### src/rtl/ssrs_pkg.sv
// Shared types, constants and helpers of the strip solid-run splitter.
// Used by every module of the block; depends on nothing else.
`default_nettype none

package ssrs_pkg;

  localparam int unsigned STRIP_ROWS     = 16;
  localparam int unsigned MAX_FRAME_SIDE = 4096;

  localparam int unsigned SIDE_W   = $clog2(MAX_FRAME_SIDE) + 1;  // holds 1..MAX_FRAME_SIDE
  localparam int unsigned X_W      = $clog2(MAX_FRAME_SIDE);      // column / row positions
  localparam int unsigned ROW_W    = (STRIP_ROWS > 1) ? $clog2(STRIP_ROWS) : 1;
  localparam int unsigned ROWS_W   = $clog2(STRIP_ROWS + 1);
  localparam int unsigned HEIGHT_W = 5;
  localparam int unsigned CHAN_W   = 8;
  localparam int unsigned PIX_W    = 4 * CHAN_W;
  localparam int unsigned CFG_IDX_W = 2;

  typedef enum logic [CFG_IDX_W-1:0] {
    REG_FRAME_WIDTH  = 2'd0,
    REG_FRAME_HEIGHT = 2'd1,
    REG_SOLID_LIMIT  = 2'd2,
    REG_DRAW_SOLID   = 2'd3
  } reg_idx_e;

  typedef enum logic {
    CMD_IMAGE = 1'b0,
    CMD_SOLID = 1'b1
  } cmd_kind_e;

  typedef struct packed {
    logic [SIDE_W-1:0] frame_width;
    logic [SIDE_W-1:0] frame_height;
    logic [SIDE_W-1:0] solid_limit;
    logic              draw_solid;
  } cfg_t;

  typedef struct packed {
    cmd_kind_e           kind;
    logic [X_W-1:0]      left_x;
    logic [X_W-1:0]      top_y;
    logic [SIDE_W-1:0]   span_width;
    logic [HEIGHT_W-1:0] span_height;
    logic [CHAN_W-1:0]   fill_red;
    logic [CHAN_W-1:0]   fill_green;
    logic [CHAN_W-1:0]   fill_blue;
    logic                last;
  } cmd_t;

  // 0 acts as 1, anything above the largest side acts as the largest side
  function automatic logic [SIDE_W-1:0] clamp_side(input logic [SIDE_W-1:0] v);
    logic [SIDE_W-1:0] r;
    if (v == '0) begin
      r = SIDE_W'(1);
    end else if (v > SIDE_W'(MAX_FRAME_SIDE)) begin
      r = SIDE_W'(MAX_FRAME_SIDE);
    end else begin
      r = v;
    end
    return r;
  endfunction

  function automatic cmd_t mk_cmd(input cmd_kind_e         kind,
                                  input logic [X_W-1:0]    left,
                                  input logic [X_W-1:0]    top,
                                  input logic [SIDE_W-1:0] width,
                                  input logic [ROWS_W-1:0] rows,
                                  input logic [PIX_W-1:0]  color);
    cmd_t c;
    c.kind        = kind;
    c.left_x      = left;
    c.top_y       = top;
    c.span_width  = width;
    c.span_height = HEIGHT_W'(rows);
    c.fill_red    = (kind == CMD_SOLID) ? color[4*CHAN_W-1:3*CHAN_W] : '0;
    c.fill_green  = (kind == CMD_SOLID) ? color[3*CHAN_W-1:2*CHAN_W] : '0;
    c.fill_blue   = (kind == CMD_SOLID) ? color[2*CHAN_W-1:CHAN_W]   : '0;
    c.last        = 1'b0;
    return c;
  endfunction

endpackage

`default_nettype wire

### src/rtl/ssrs_engine.sv
// Column, run and span tracking: turns one registered pixel into up to three commands.
// Depends on ssrs_pkg.
`default_nettype none

module ssrs_engine import ssrs_pkg::*; (
  input  wire logic             clk_i,
  input  wire logic             rst_ni,
  input  wire logic             step_i,
  input  wire logic [PIX_W-1:0] pix_i,
  input  wire cfg_t             cfg_i,
  output logic [1:0]            n_o,
  output cmd_t                  cmd0_o,
  output cmd_t                  cmd1_o,
  output cmd_t                  cmd2_o
);

  logic [PIX_W-1:0]  top_q, top_d;
  logic              uni_q, uni_d;
  logic [ROW_W-1:0]  row_q, row_d;
  logic [X_W-1:0]    col_q, col_d;
  logic [X_W-1:0]    strip_q, strip_d;
  logic [PIX_W-1:0]  rcol_q, rcol_d;
  logic [X_W-1:0]    rstart_q, rstart_d;
  logic [SIDE_W-1:0] rlen_q, rlen_d;
  logic [X_W-1:0]    sstart_q, sstart_d;
  logic [SIDE_W-1:0] send_q, send_d;
  logic              spend_q, spend_d;

  logic [SIDE_W-1:0] width, height, diff, strip_sum;
  logic [ROWS_W-1:0] rows;
  logic [SIDE_W:0]   lim_p1;
  logic              col_end, last_col, extend;
  logic [1:0]        n;
  cmd_t              c0, c1, c2, nc;

  assign width  = clamp_side(cfg_i.frame_width);
  assign height = clamp_side(cfg_i.frame_height);
  assign lim_p1 = {1'b0, cfg_i.solid_limit} + (SIDE_W+1)'(1);

  // rows in the current strip; a strip at or below the frame bottom has one row
  always_comb begin
    diff = height - SIDE_W'(strip_q);
    if (height > SIDE_W'(strip_q)) begin
      rows = (diff > SIDE_W'(STRIP_ROWS)) ? ROWS_W'(STRIP_ROWS) : diff[ROWS_W-1:0];
    end else begin
      rows = ROWS_W'(1);
    end
  end

  always_comb begin
    top_d    = top_q;
    uni_d    = uni_q;
    row_d    = row_q;
    col_d    = col_q;
    strip_d  = strip_q;
    rcol_d   = rcol_q;
    rstart_d = rstart_q;
    rlen_d   = rlen_q;
    sstart_d = sstart_q;
    send_d   = send_q;
    spend_d  = spend_q;
    n        = 2'd0;
    c0       = '0;
    c1       = '0;
    c2       = '0;
    nc       = '0;
    extend   = 1'b0;
    strip_sum = SIDE_W'(strip_q) + SIDE_W'(rows);
    last_col = (SIDE_W'(col_q) + SIDE_W'(1)) >= width;
    col_end  = (ROWS_W'(row_q) + ROWS_W'(1)) >= rows;

    if (row_q == '0) begin
      top_d = pix_i;
      uni_d = 1'b1;
    end else if (pix_i != top_q) begin
      uni_d = 1'b0;
    end

    if (!col_end) begin
      row_d = row_q + ROW_W'(1);
    end else begin
      row_d  = '0;
      extend = uni_d && (rlen_q != '0) && (top_d == rcol_q);
      if (extend) begin
        rlen_d = rlen_q + SIDE_W'(1);
        // run just got wide enough to go solid: the span before it goes out now
        if (({1'b0, rlen_d} == lim_p1) && spend_d) begin
          nc = mk_cmd(CMD_IMAGE, sstart_d, strip_q, send_d - SIDE_W'(sstart_d), rows, '0);
          if (n == 2'd0) c0 = nc; else if (n == 2'd1) c1 = nc; else c2 = nc;
          n = n + 2'd1;
          spend_d = 1'b0;
        end
      end else begin
        if (rlen_q != '0) begin
          if (rlen_q > cfg_i.solid_limit) begin
            if (cfg_i.draw_solid) begin
              nc = mk_cmd(CMD_SOLID, rstart_q, strip_q, rlen_q, rows, rcol_q);
              if (n == 2'd0) c0 = nc; else if (n == 2'd1) c1 = nc; else c2 = nc;
              n = n + 2'd1;
            end
          end else begin
            if (!spend_d) begin
              sstart_d = rstart_q;
              spend_d  = 1'b1;
            end
            send_d = SIDE_W'(rstart_q) + rlen_q;
          end
        end
        rlen_d = '0;
        if (uni_d) begin
          rcol_d   = top_d;
          rstart_d = col_q;
          rlen_d   = SIDE_W'(1);
          if ((lim_p1 == (SIDE_W+1)'(1)) && spend_d) begin
            nc = mk_cmd(CMD_IMAGE, sstart_d, strip_q, send_d - SIDE_W'(sstart_d), rows, '0);
            if (n == 2'd0) c0 = nc; else if (n == 2'd1) c1 = nc; else c2 = nc;
            n = n + 2'd1;
            spend_d = 1'b0;
          end
        end else begin
          if (!spend_d) begin
            sstart_d = col_q;
            spend_d  = 1'b1;
          end
          send_d = SIDE_W'(col_q) + SIDE_W'(1);
        end
      end

      if (last_col) begin
        if (rlen_d != '0) begin
          if (rlen_d > cfg_i.solid_limit) begin
            if (cfg_i.draw_solid) begin
              nc = mk_cmd(CMD_SOLID, rstart_d, strip_q, rlen_d, rows, rcol_d);
              if (n == 2'd0) c0 = nc; else if (n == 2'd1) c1 = nc; else c2 = nc;
              n = n + 2'd1;
            end
          end else begin
            if (!spend_d) begin
              sstart_d = rstart_d;
              spend_d  = 1'b1;
            end
            send_d = SIDE_W'(rstart_d) + rlen_d;
          end
        end
        rlen_d = '0;
        if (spend_d) begin
          nc = mk_cmd(CMD_IMAGE, sstart_d, strip_q, send_d - SIDE_W'(sstart_d), rows, '0);
          if (n == 2'd0) c0 = nc; else if (n == 2'd1) c1 = nc; else c2 = nc;
          n = n + 2'd1;
          spend_d = 1'b0;
        end
        col_d   = '0;
        strip_d = (strip_sum >= height) ? '0 : strip_sum[X_W-1:0];
      end else begin
        col_d = col_q + X_W'(1);
      end
    end

    if (n == 2'd1) c0.last = 1'b1;
    if (n == 2'd2) c1.last = 1'b1;
    if (n == 2'd3) c2.last = 1'b1;
  end

  assign n_o    = n;
  assign cmd0_o = c0;
  assign cmd1_o = c1;
  assign cmd2_o = c2;

  always_ff @(posedge clk_i or negedge rst_ni) begin
    if (!rst_ni) begin
      top_q    <= '0;
      uni_q    <= 1'b1;
      row_q    <= '0;
      col_q    <= '0;
      strip_q  <= '0;
      rcol_q   <= '0;
      rstart_q <= '0;
      rlen_q   <= '0;
      sstart_q <= '0;
      send_q   <= '0;
      spend_q  <= 1'b0;
    end else if (step_i) begin
      top_q    <= top_d;
      uni_q    <= uni_d;
      row_q    <= row_d;
      col_q    <= col_d;
      strip_q  <= strip_d;
      rcol_q   <= rcol_d;
      rstart_q <= rstart_d;
      rlen_q   <= rlen_d;
      sstart_q <= sstart_d;
      send_q   <= send_d;
      spend_q  <= spend_d;
    end
  end

endmodule

`default_nettype wire

### src/rtl/ssrs_cmd_buf.sv
// Three-entry command register that drains one command per transaction on the output.
// Depends on ssrs_pkg.
`default_nettype none

module ssrs_cmd_buf import ssrs_pkg::*; (
  input  wire logic       clk_i,
  input  wire logic       rst_ni,
  input  wire logic       load_i,
  input  wire logic [1:0] n_i,
  input  wire cmd_t       c0_i,
  input  wire cmd_t       c1_i,
  input  wire cmd_t       c2_i,
  input  wire logic       out_ready_i,
  output logic            out_valid_o,
  output cmd_t            head_o,
  output logic            free_o
);

  logic [1:0] cnt_q, cnt_d;
  cmd_t       s0_q, s0_d, s1_q, s1_d, s2_q, s2_d;
  logic       pop;

  assign out_valid_o = (cnt_q != 2'd0);
  assign head_o      = s0_q;
  assign pop         = out_valid_o && out_ready_i;
  // empty, or the last entry leaves in this cycle
  assign free_o      = (cnt_q == 2'd0) || ((cnt_q == 2'd1) && out_ready_i);

  always_comb begin
    cnt_d = cnt_q;
    s0_d  = s0_q;
    s1_d  = s1_q;
    s2_d  = s2_q;
    if (load_i) begin
      cnt_d = n_i;
      s0_d  = c0_i;
      s1_d  = c1_i;
      s2_d  = c2_i;
    end else if (pop) begin
      cnt_d = cnt_q - 2'd1;
      s0_d  = s1_q;
      s1_d  = s2_q;
    end
  end

  always_ff @(posedge clk_i or negedge rst_ni) begin
    if (!rst_ni) begin
      cnt_q <= 2'd0;
    end else begin
      cnt_q <= cnt_d;
    end
  end

  always_ff @(posedge clk_i) begin
    s0_q <= s0_d;
    s1_q <= s1_d;
    s2_q <= s2_d;
  end

`ifndef SYNTHESIS
  a_triple_marks: assert property (@(posedge clk_i) disable iff (!rst_ni)
    (cnt_q == 2'd3) |-> (!s0_q.last && !s1_q.last && s2_q.last))
    else $error("triple end mark wrong");
  a_no_overwrite: assert property (@(posedge clk_i) disable iff (!rst_ni)
    load_i |-> ((cnt_q == 2'd0) || ((cnt_q == 2'd1) && out_ready_i)))
    else $error("load while commands still pending");
  a_load_nonzero: assert property (@(posedge clk_i) disable iff (!rst_ni)
    load_i |-> (n_i != 2'd0)) else $error("bad command count on load");
  a_pair_marks: assert property (@(posedge clk_i) disable iff (!rst_ni)
    (cnt_q == 2'd2) |-> (!s0_q.last && s1_q.last)) else $error("pair end mark wrong");
  a_single_mark: assert property (@(posedge clk_i) disable iff (!rst_ni)
    (cnt_q == 2'd1) |-> s0_q.last) else $error("single command lacks end mark");
`endif

endmodule

`default_nettype wire

### src/rtl/strip_solid_run_splitter.sv
// Strip solid-run splitter: pixels in, draw-image and solid-rectangle commands out.
// Depends on ssrs_pkg, ssrs_engine and ssrs_cmd_buf.
//
// Pixels enter one per clock while in_ready_o is high: each accepted pixel is held
// in an input register and processed once the result register can take its commands,
// which (zero to three) land in that three-entry result register. The output drains
// one command per cycle while out_ready_i is high; after a pixel that yields two or
// three commands, the next pixel that yields commands waits until the last of them
// leaves; otherwise, with out_ready_i high, the sustained rate is one pixel per clock.
// Three commands only come from a pixel after the solid limit was lowered mid-frame.
// Configuration writes are always accepted and should be issued only while no
// pixel is in flight.
`default_nettype none

module strip_solid_run_splitter import ssrs_pkg::*; (
  input  wire logic                 clk_i,
  input  wire logic                 rst_ni,
  input  wire logic                 in_valid_i,
  output logic                      in_ready_o,
  input  wire logic [CHAN_W-1:0]    red_i,
  input  wire logic [CHAN_W-1:0]    green_i,
  input  wire logic [CHAN_W-1:0]    blue_i,
  input  wire logic [CHAN_W-1:0]    alpha_i,
  input  wire logic                 cfg_valid_i,
  output logic                      cfg_ready_o,
  input  wire logic [CFG_IDX_W-1:0] cfg_index_i,
  input  wire logic [SIDE_W-1:0]    cfg_data_i,
  output logic                      out_valid_o,
  input  wire logic                 out_ready_i,
  output logic                      command_kind_o,
  output logic [X_W-1:0]            left_x_o,
  output logic [X_W-1:0]            top_y_o,
  output logic [SIDE_W-1:0]         span_width_o,
  output logic [HEIGHT_W-1:0]       span_height_o,
  output logic [CHAN_W-1:0]         fill_red_o,
  output logic [CHAN_W-1:0]         fill_green_o,
  output logic [CHAN_W-1:0]         fill_blue_o,
  output logic                      last_of_step_o
);

  cfg_t             cfg_q;
  logic [PIX_W-1:0] pix_q;
  logic             pix_vld_q;
  logic [1:0]       n;
  cmd_t             c0, c1, c2, head;
  logic             free, fire, load;

  assign cfg_ready_o = 1'b1;

  always_ff @(posedge clk_i or negedge rst_ni) begin
    if (!rst_ni) begin
      cfg_q.frame_width  <= SIDE_W'(640);
      cfg_q.frame_height <= SIDE_W'(480);
      cfg_q.solid_limit  <= SIDE_W'(16);
      cfg_q.draw_solid   <= 1'b1;
    end else if (cfg_valid_i) begin
      case (reg_idx_e'(cfg_index_i))
        REG_FRAME_WIDTH:  cfg_q.frame_width  <= cfg_data_i;
        REG_FRAME_HEIGHT: cfg_q.frame_height <= cfg_data_i;
        REG_SOLID_LIMIT:  cfg_q.solid_limit  <= cfg_data_i;
        REG_DRAW_SOLID:   cfg_q.draw_solid   <= cfg_data_i[0];
        default: ;
      endcase
    end
  end

  // a pixel with no commands never waits on the result register
  assign fire       = pix_vld_q && ((n == 2'd0) || free);
  assign load       = fire && (n != 2'd0);
  assign in_ready_o = !pix_vld_q || fire;

  always_ff @(posedge clk_i or negedge rst_ni) begin
    if (!rst_ni) begin
      pix_vld_q <= 1'b0;
    end else if (in_ready_o) begin
      pix_vld_q <= in_valid_i;
    end
  end

  always_ff @(posedge clk_i) begin
    if (in_valid_i && in_ready_o) begin
      pix_q <= {red_i, green_i, blue_i, alpha_i};
    end
  end

  ssrs_engine u_engine (
    .clk_i  (clk_i),
    .rst_ni (rst_ni),
    .step_i (fire),
    .pix_i  (pix_q),
    .cfg_i  (cfg_q),
    .n_o    (n),
    .cmd0_o (c0),
    .cmd1_o (c1),
    .cmd2_o (c2)
  );

  ssrs_cmd_buf u_cmd_buf (
    .clk_i       (clk_i),
    .rst_ni      (rst_ni),
    .load_i      (load),
    .n_i         (n),
    .c0_i        (c0),
    .c1_i        (c1),
    .c2_i        (c2),
    .out_ready_i (out_ready_i),
    .out_valid_o (out_valid_o),
    .head_o      (head),
    .free_o      (free)
  );

  assign command_kind_o = head.kind;
  assign left_x_o       = head.left_x;
  assign top_y_o        = head.top_y;
  assign span_width_o   = head.span_width;
  assign span_height_o  = head.span_height;
  assign fill_red_o     = head.fill_red;
  assign fill_green_o   = head.fill_green;
  assign fill_blue_o    = head.fill_blue;
  assign last_of_step_o = head.last;

endmodule

`default_nettype wire
### config.mk
export PLATFORM = sky130hd
export DESIGN_NAME = strip_solid_run_splitter
export DESIGN_NICKNAME = d
export VERILOG_FILES = /design/src/rtl/ssrs_pkg.sv /design/src/rtl/ssrs_engine.sv /design/src/rtl/ssrs_cmd_buf.sv /design/src/rtl/strip_solid_run_splitter.sv
export SDC_FILE = /design/constraint.sdc
export NUM_CORES = 1
export LEC_CHECK = 0
export ABC_CLOCK_PERIOD_IN_PS = 19090
export BUFFER_PORTS_ARGS = -buffer_cell sky130_fd_sc_hd__buf_2
export CAP_MARGIN = 20
export CORE_UTILIZATION = 55
export CTS_BUF_LIST = sky130_fd_sc_hd__clkbuf_8
export CTS_CLUSTER_SIZE = 28
export DETAILED_ROUTE_END_ITERATION = 10
export GPL_TIMING_DRIVEN = 0
export PLACE_DENSITY = 0.73
export SYNTH_ARGS = -nofsm -noshare
export SYNTH_HDL_FRONTEND = slang
export SYNTH_SLANG_ARGS = --single-unit
### constraint.sdc
create_clock -name clk_i -period 19.09 [get_ports clk_i]
set_clock_uncertainty 0.05 [all_clocks]
set_input_delay 1.909 -clock clk_i [delete_from_list [all_inputs] [get_ports clk_i]]
set_output_delay 1.909 -clock clk_i [all_outputs]
set_load 0.01 [all_outputs]
# Yosys cells after proc, flatten, opt, wreduce, memory -nomap -nowiden

Cells that the tools add are included.

Logic and storage cells: 256
Output and inout port bits: 71
Bits in read-only memories: 0
Bits in latches: 0
Input port bits: 52
Bits in registers: 423
Memory bits (writable): 0
Memories: 0

Magnitude comparators: 9
Mux-type cells: 135
Add/sub/neg operators: 17
Bitwise operators: 1
Equality and inequality tests: 14
Divide/modulo/power cells: 0
Multipliers: 0
Shifts and indexed selects: 0
Reduce and logical (&&, ||, !) cells: 34

Operators with widths:

| kind                  | number |
|---|---|
| $mux 68               | 50 |
| $mux 13               | 18 |
| $mux 12               | 19 |
| $mux 67               | 2 |
| $mux 32               | 3 |
| $sub 13x12->13        | 4 |
| $mux 2                | 18 |
| $eq 32x32->1          | 1 |
| $ne 32x32->1          | 1 |
| $add 12x13->13        | 2 |
| $ge 13x13->1          | 2 |
| $gt 13x13->1          | 2 |
| $gt 13x13->1 const B  | 2 |
| $logic_not 13->1      | 2 |
| $reduce_bool 13->1    | 2 |
| $mux 1                | 22 |
| $add 13x1->14 const B | 1 |
| $eq 13x14->1          | 1 |
| $eq 14x1->1 const B   | 1 |
| $add 12x1->13 const B | 1 |
| $add 12x5->13         | 1 |
| $add 13x1->13 const B | 1 |
| $gt 13x12->1          | 1 |
| $gt 13x5->1 const B   | 1 |
| other kinds (20)      | 52 |

# Longest topological paths before layout

Word-level depth: 29
Mapped depth: 42
Mapped depth without buffers: 38

# Cells and area by module

Synthesis repeated with hierarchy kept, for this count alone.

Cells, all modules: 2,901
Area, all modules: 28,832.7 um^2

By module, submodules not included:

| module                   | area each (um^2) | cells an instance | times used | sequential area each (um^2) |
|---|---|---|---|---|
| ssrs_engine              | 17,982.2         | 2,399             | 1          | 3,604.7 |
| ssrs_cmd_buf             | 8,285.4          | 374               | 1          | 6,175.9 |
| strip_solid_run_splitter | 2,565.0          | 128               | 1          | 1,996.9 |

# Worst setup path before layout

Ideal clock, no wire load.

Path kind: reg2reg
From: register u_engine.row_q[0]
To: register u_cmd_buf.s0_q (netlist bit u_cmd_buf.head_o[0]), enable pin
Library setup time: 1.176 ns
Data required time: 17.864 ns
Slack: 9.741 ns
Period minus slack after synthesis: 9.349 ns
Path buffers: 6
Cell stages (with the launch flop): 32
Arrival time: 8.123 ns
Path through: dfrtp_1 -> inv_1 -> ha_1 -> nor3b_4 -> buf_6 -> nand2_1 -> nor4_1 -> a21oi_1 -> or4_1 -> nor2_1 -> nand3_1 -> clkbuf_1 -> clkbuf_1 -> or2_2 -> inv_1 -> ha_1 -> nand4_1 -> nor4_1 -> a221o_1 -> a31oi_1 -> nand2_1 -> nor2_1 -> o21ai_2 -> xor2_1 -> ha_1 -> o21ai_0 -> mux2_2 -> o31ai_4 -> buf_4 -> buf_4 -> buf_4 -> nand2_1

Longest elaborated chain between the ends: 21
Elaborated cells between the ends (all ways): 39
Those cells by class: add/sub (3); order compare (2); eq/ne (1); mux (23); reduce/logical (10)

RTL lines:

| item                                                  | line                           | text |
|---|---|---|
| start: declaration                                    | ssrs_engine.sv:19              | `logic [ROW_W-1:0] row_q, row_d;` |
| start signal: assignment                              | ssrs_engine.sv:185             | `row_q <= row_d;` |
| branches (longest 15 deep; another with $gt 13x13->1) | n/a                            |  |
| $mux 2 (*)                                            | ssrs_engine.sv:79              | `if (!col_end) begin` |
| $logic_not 2->1                                       | strip_solid_run_splitter.sv:68 | `assign fire = pix_vld_q && ((n == 2'd0) \|\| free);` |
| $logic_or 1x1->1                                      | strip_solid_run_splitter.sv:68 |  |
| $logic_and 1x1->1                                     | strip_solid_run_splitter.sv:68 |  |
| $logic_and 1x1->1 (*)                                 | strip_solid_run_splitter.sv:69 | `assign load = fire && (n != 2'd0);` |
| $reduce_bool 2->1 (no line) (*)                       | n/a                            |  |
| end signal: assignment                                | ssrs_cmd_buf.sv:55             | `s0_q <= s0_d;` |
| end: declaration                                      | ssrs_cmd_buf.sv:20             | `cmd_t s0_q, s0_d, s1_q, s1_d, s2_q, s2_d;` |

Mark *: on every way between the ends. The select of a mux whose other input is x is not followed.
A chain may end at the register's enable or synchronous reset.

==> impl_metrics.tcl <==
set metrics [dict create \
    run_status "finished, final reports clean" \
    fin_crit_sh_pct 62.1 \
    timing.final.crit_period_ns 11.85 \
    crit_startpoint "u_engine.row_q[0]" \
    route.final.wire_length_um 110000 \
    grt_overflow_total 0 \
    cts_root_buf "sky130_fd_sc_hd__clkbuf_8" \
    yosysWarningCount 0 \
    cp_data_required_time_ns 19.44 \
    syn2layout_area_growth_pct 11.1 \
    startpoint_type "flop" \
    multi_input_area_mm2 0.0150 \
    crit_path_frequent_cell "sky130_fd_sc_hd__a21oi_1" \
    io_pins 123 \
    net_count_of_the_finished_layout 3413 \
    fmaxAchievable_mhz 84.4 \
    die_h_um 228 \
    async_reset_ff_share_pct 44.2 \
    synth_simple_gate_area_share_pct 13.6 \
    first_pass_iters 10 \
    clkSlewWorstSetupHoldPaths_ns 0.06 \
    grt_max_degree 116 \
    critPathSlowestCell "sky130_fd_sc_hd__nand2_1" \
    synth_compound_area_share_pct 19.9 \
    slew_viol_final 0 \
    critPathMaxStageDelay_ns 0.62 \
    place_hpwl_um 85100 \
    synth.area.mux_share_pct 7.14 \
    floorplan.die_area_mm2 0.0522 \
    min_path_type "flop to flop" \
    port_buffers 121 \
    synth_fa_ha_area_share_pct 7.13 \
    grt_usage_pct 41.6 \
    r2r-start "u_engine.row_q[0]" \
    main_combinational_cell_family_by_area_after_synthesis "compound AO/OA/AOI/OAI gates" \
    cts_tree "done" \
    die_width_um 228 \
    setup_viol_count_final 0 \
    crit_family "simple AND/OR/NAND/NOR gates" \
    synth-edff-count 236 \
    synthesis.area_per_instance_um2 9.40 \
    fill_cells 4197 \
    hold_viol_final 0 \
    seqCellArea_mm2 0.0118 \
    post_synth_inst_count 2999 \
    relSlewSlack_pct 20.5 \
    cp_num_cells 41 \
    drcViolationCount 0 \
    clkLatencyLatePin_ns 0.69 \
    antenna_found_initial 4 \
    synth_nets 3205 \
    ff2ff_path_depth 41 \
    routabilityCongestion 1.06 \
    dr.first_iter.drc_count 3627 \
    numCtsBuffers 75 \
    vias_in_the_first_global_route 25300 \
    critical_path.endpoint "u_cmd_buf.head_o[42]" \
    h-tree-depth 3 \
    worst-setup-path-type "flop to flop" \
    synth_largest_area_cell "sky130_fd_sc_hd__edfxtp_1" \
    postCtsHoldBufs 0 \
    synthesis.area_mm2 0.0282 \
    number_of_register_bits_inferred_by_synthesis 423 \
    synth_ff_type "sky130_fd_sc_hd__edfxtp_1" \
    cp-end-kind "flop" \
    fp.coreArea_mm2 0.0504 \
    tritoncts_num_sinks 423 \
    route.antenna.remaining_nets 0 \
    vias 26000 \
    synth_top_area_share_pct 25.1 \
    cts_resized 0 \
    start_util_pct 55.9 \
    r2r_slack_ns 7.24 \
    share_of_layout_cells_above_drive_strength_1_pct 12.3 \
    synth_sequential_area_ratio_pct 41.8 \
    grt_setup_unrepaired "no" \
    cp_data_arrival_time_ns 12.20 \
    timing_worst_slew_pin_value_ns 1.18 \
    totalNegativeSetupSlack_ns 0 \
    parity_gate_share_of_the_synthesized_area_counting_xor_and_xnor_cells_pct 5.32 \
    synth.top_cells.by_area "sky130_fd_sc_hd__edfxtp_1 25%, sky130_fd_sc_hd__dfrtp_1 16%, sky130_fd_sc_hd__ha_1 6.5%, sky130_fd_sc_hd__nand2_1 4.0%, sky130_fd_sc_hd__o21ai_0 3.8%" \
    grt_first_pass_wirelength_um 161000 \
    crit_buf_inv 7 \
    routed_via_density 6.60 \
    core.rowCount 82 \
    post_synth_num_cell_types 86 \
    critical_path.max_fanout 10 \
    worst_r2r_endpoint "u_cmd_buf.head_o[42]" \
    cts_max_path_buffers 3 \
    max_cap_viol_count 0 \
    cts_setup_buffers 0 \
    drt-wirelength-per-cell_um 27.8 \
]
[synth_stat cells, drive strengths merged, types with 26 or more instances]
library cell and n:
edfxtp 236, buf 61, dfrtp 178, nor4 31
clkbuf 117, xnor2 99, xor2 61, a21oi 155
nand3 59, mux2i 84, mux2 104, nor3 59
o22ai 50, nand2 300, o31ai 112, a21o 42
ha 147, inv 174, nor2 238, nand2b 28
a22oi 26, o21ai 287, a2bb2oi 37
[per-layer routing]
| metal | global-route usage, % | up-vias | routed length [µm] |
|---|---|---|---|
| met2 | 66.1 | 1673 | 49700 |
| met4 | 27.8 | 8 | 8260 |
| met5 | 0 | - | 59 |
| met1 | 51.8 | 12500 | 41300 |
| li1 | - | 11400 | - |
| met3 | 7.92 | 413 | 10300 |
[cell type report]
| class | instances | share of cell area [%] |
|---|---|---|
| repair buffers | 131 | 2.46 |
| diodes | 1 | 0.00799 |
| clock inverters | 49 | 1.01 |
| plain buffers | 178 | 2.56 |
| inverters | 175 | 2.11 |
| well taps | 672 | 2.68 |
| multi-input cells | 2223 | 47.7 |
| flip-flops and latches | 423 | 37.6 |
| clock buffers | 87 | 3.82 |
[state kept, by name, indices dropped and copies added, names as in the netlist]
name and flops:
u_engine.col_q 12, u_cmd_buf.head_o 68, pix_vld_q 1, u_cmd_buf.s1_q 68, u_engine.rstart_q 12, u_engine.row_q 4
u_engine.rcol_q 32, u_cmd_buf.s2_q 68, u_engine.rlen_q 13, u_engine.uni_q 1, u_engine.top_q 32, u_engine.strip_q 12
pix_q 32, u_engine.sstart_q 12, u_cmd_buf.cnt_q 2, cfg_q 40, u_engine.send_q 13, u_engine.spend_q 1
[layout by cell type (no fill, tap or decap), types with 107 or more instances in the layout]
master and n:
sky130_fd_sc_hd__dfrtp_1 178, sky130_fd_sc_hd__a21oi_1 155, sky130_fd_sc_hd__clkbuf_1 117, sky130_fd_sc_hd__o31ai_1 107
sky130_fd_sc_hd__o21ai_0 214, sky130_fd_sc_hd__nor2_1 238, sky130_fd_sc_hd__buf_2 146, sky130_fd_sc_hd__edfxtp_1 236
sky130_fd_sc_hd__ha_1 147, sky130_fd_sc_hd__nand2_1 299, sky130_fd_sc_hd__inv_1 199
[metrics by stage]
stage / hold slack (ns) / std cells / utilization [%] / cell area (µm²) / setup slack [ns]
floorplan: 0.406 / 2999 / - / 28200 / 9.74
global placement: 0.424 / 3792 / 58.8 / 29600 / 5.49
detailed placement: 0.433 / 3799 / 59.1 / 29800 / 7.75
CTS: 0.441 / 3935 / 62.1 / 31300 / 7.69
global route: 0.468 / 3938 / 62.2 / 31300 / 7.00
finish: 0.444 / 3939 / 62.2 / 31300 / 7.24
[worst min path at each step]
| stage | cells after the start | endpoint | start |
|---|---|---|---|
| final | 1 | u_engine.strip_q[11] | u_engine.strip_q[11] |
| after global routing | 2 | u_cmd_buf.s1_q[43] | u_cmd_buf.s2_q[43] |
| after global placement | 1 | u_engine.strip_q[11] | u_engine.strip_q[11] |
| after detailed placement | 1 | u_engine.strip_q[11] | u_engine.strip_q[11] |
| after CTS | 1 | u_engine.strip_q[11] | u_engine.strip_q[11] |
| after floorplan | 1 | u_engine.strip_q[11] | u_engine.strip_q[11] |
[cell families after synthesis]
logic type,count (synthesis)
AO/OA/AOI/OAI,873
adder cells (fa/ha/maj),157
flip-flops,423
other,1
buffers and inverters,353
XOR/XNOR,164
multiplexers,188
AND/OR/NAND/NOR,840
Power is left out: the tool's default activity adds up to more than one toggle a clock period on the data nets, which glitch-free logic cannot reach.
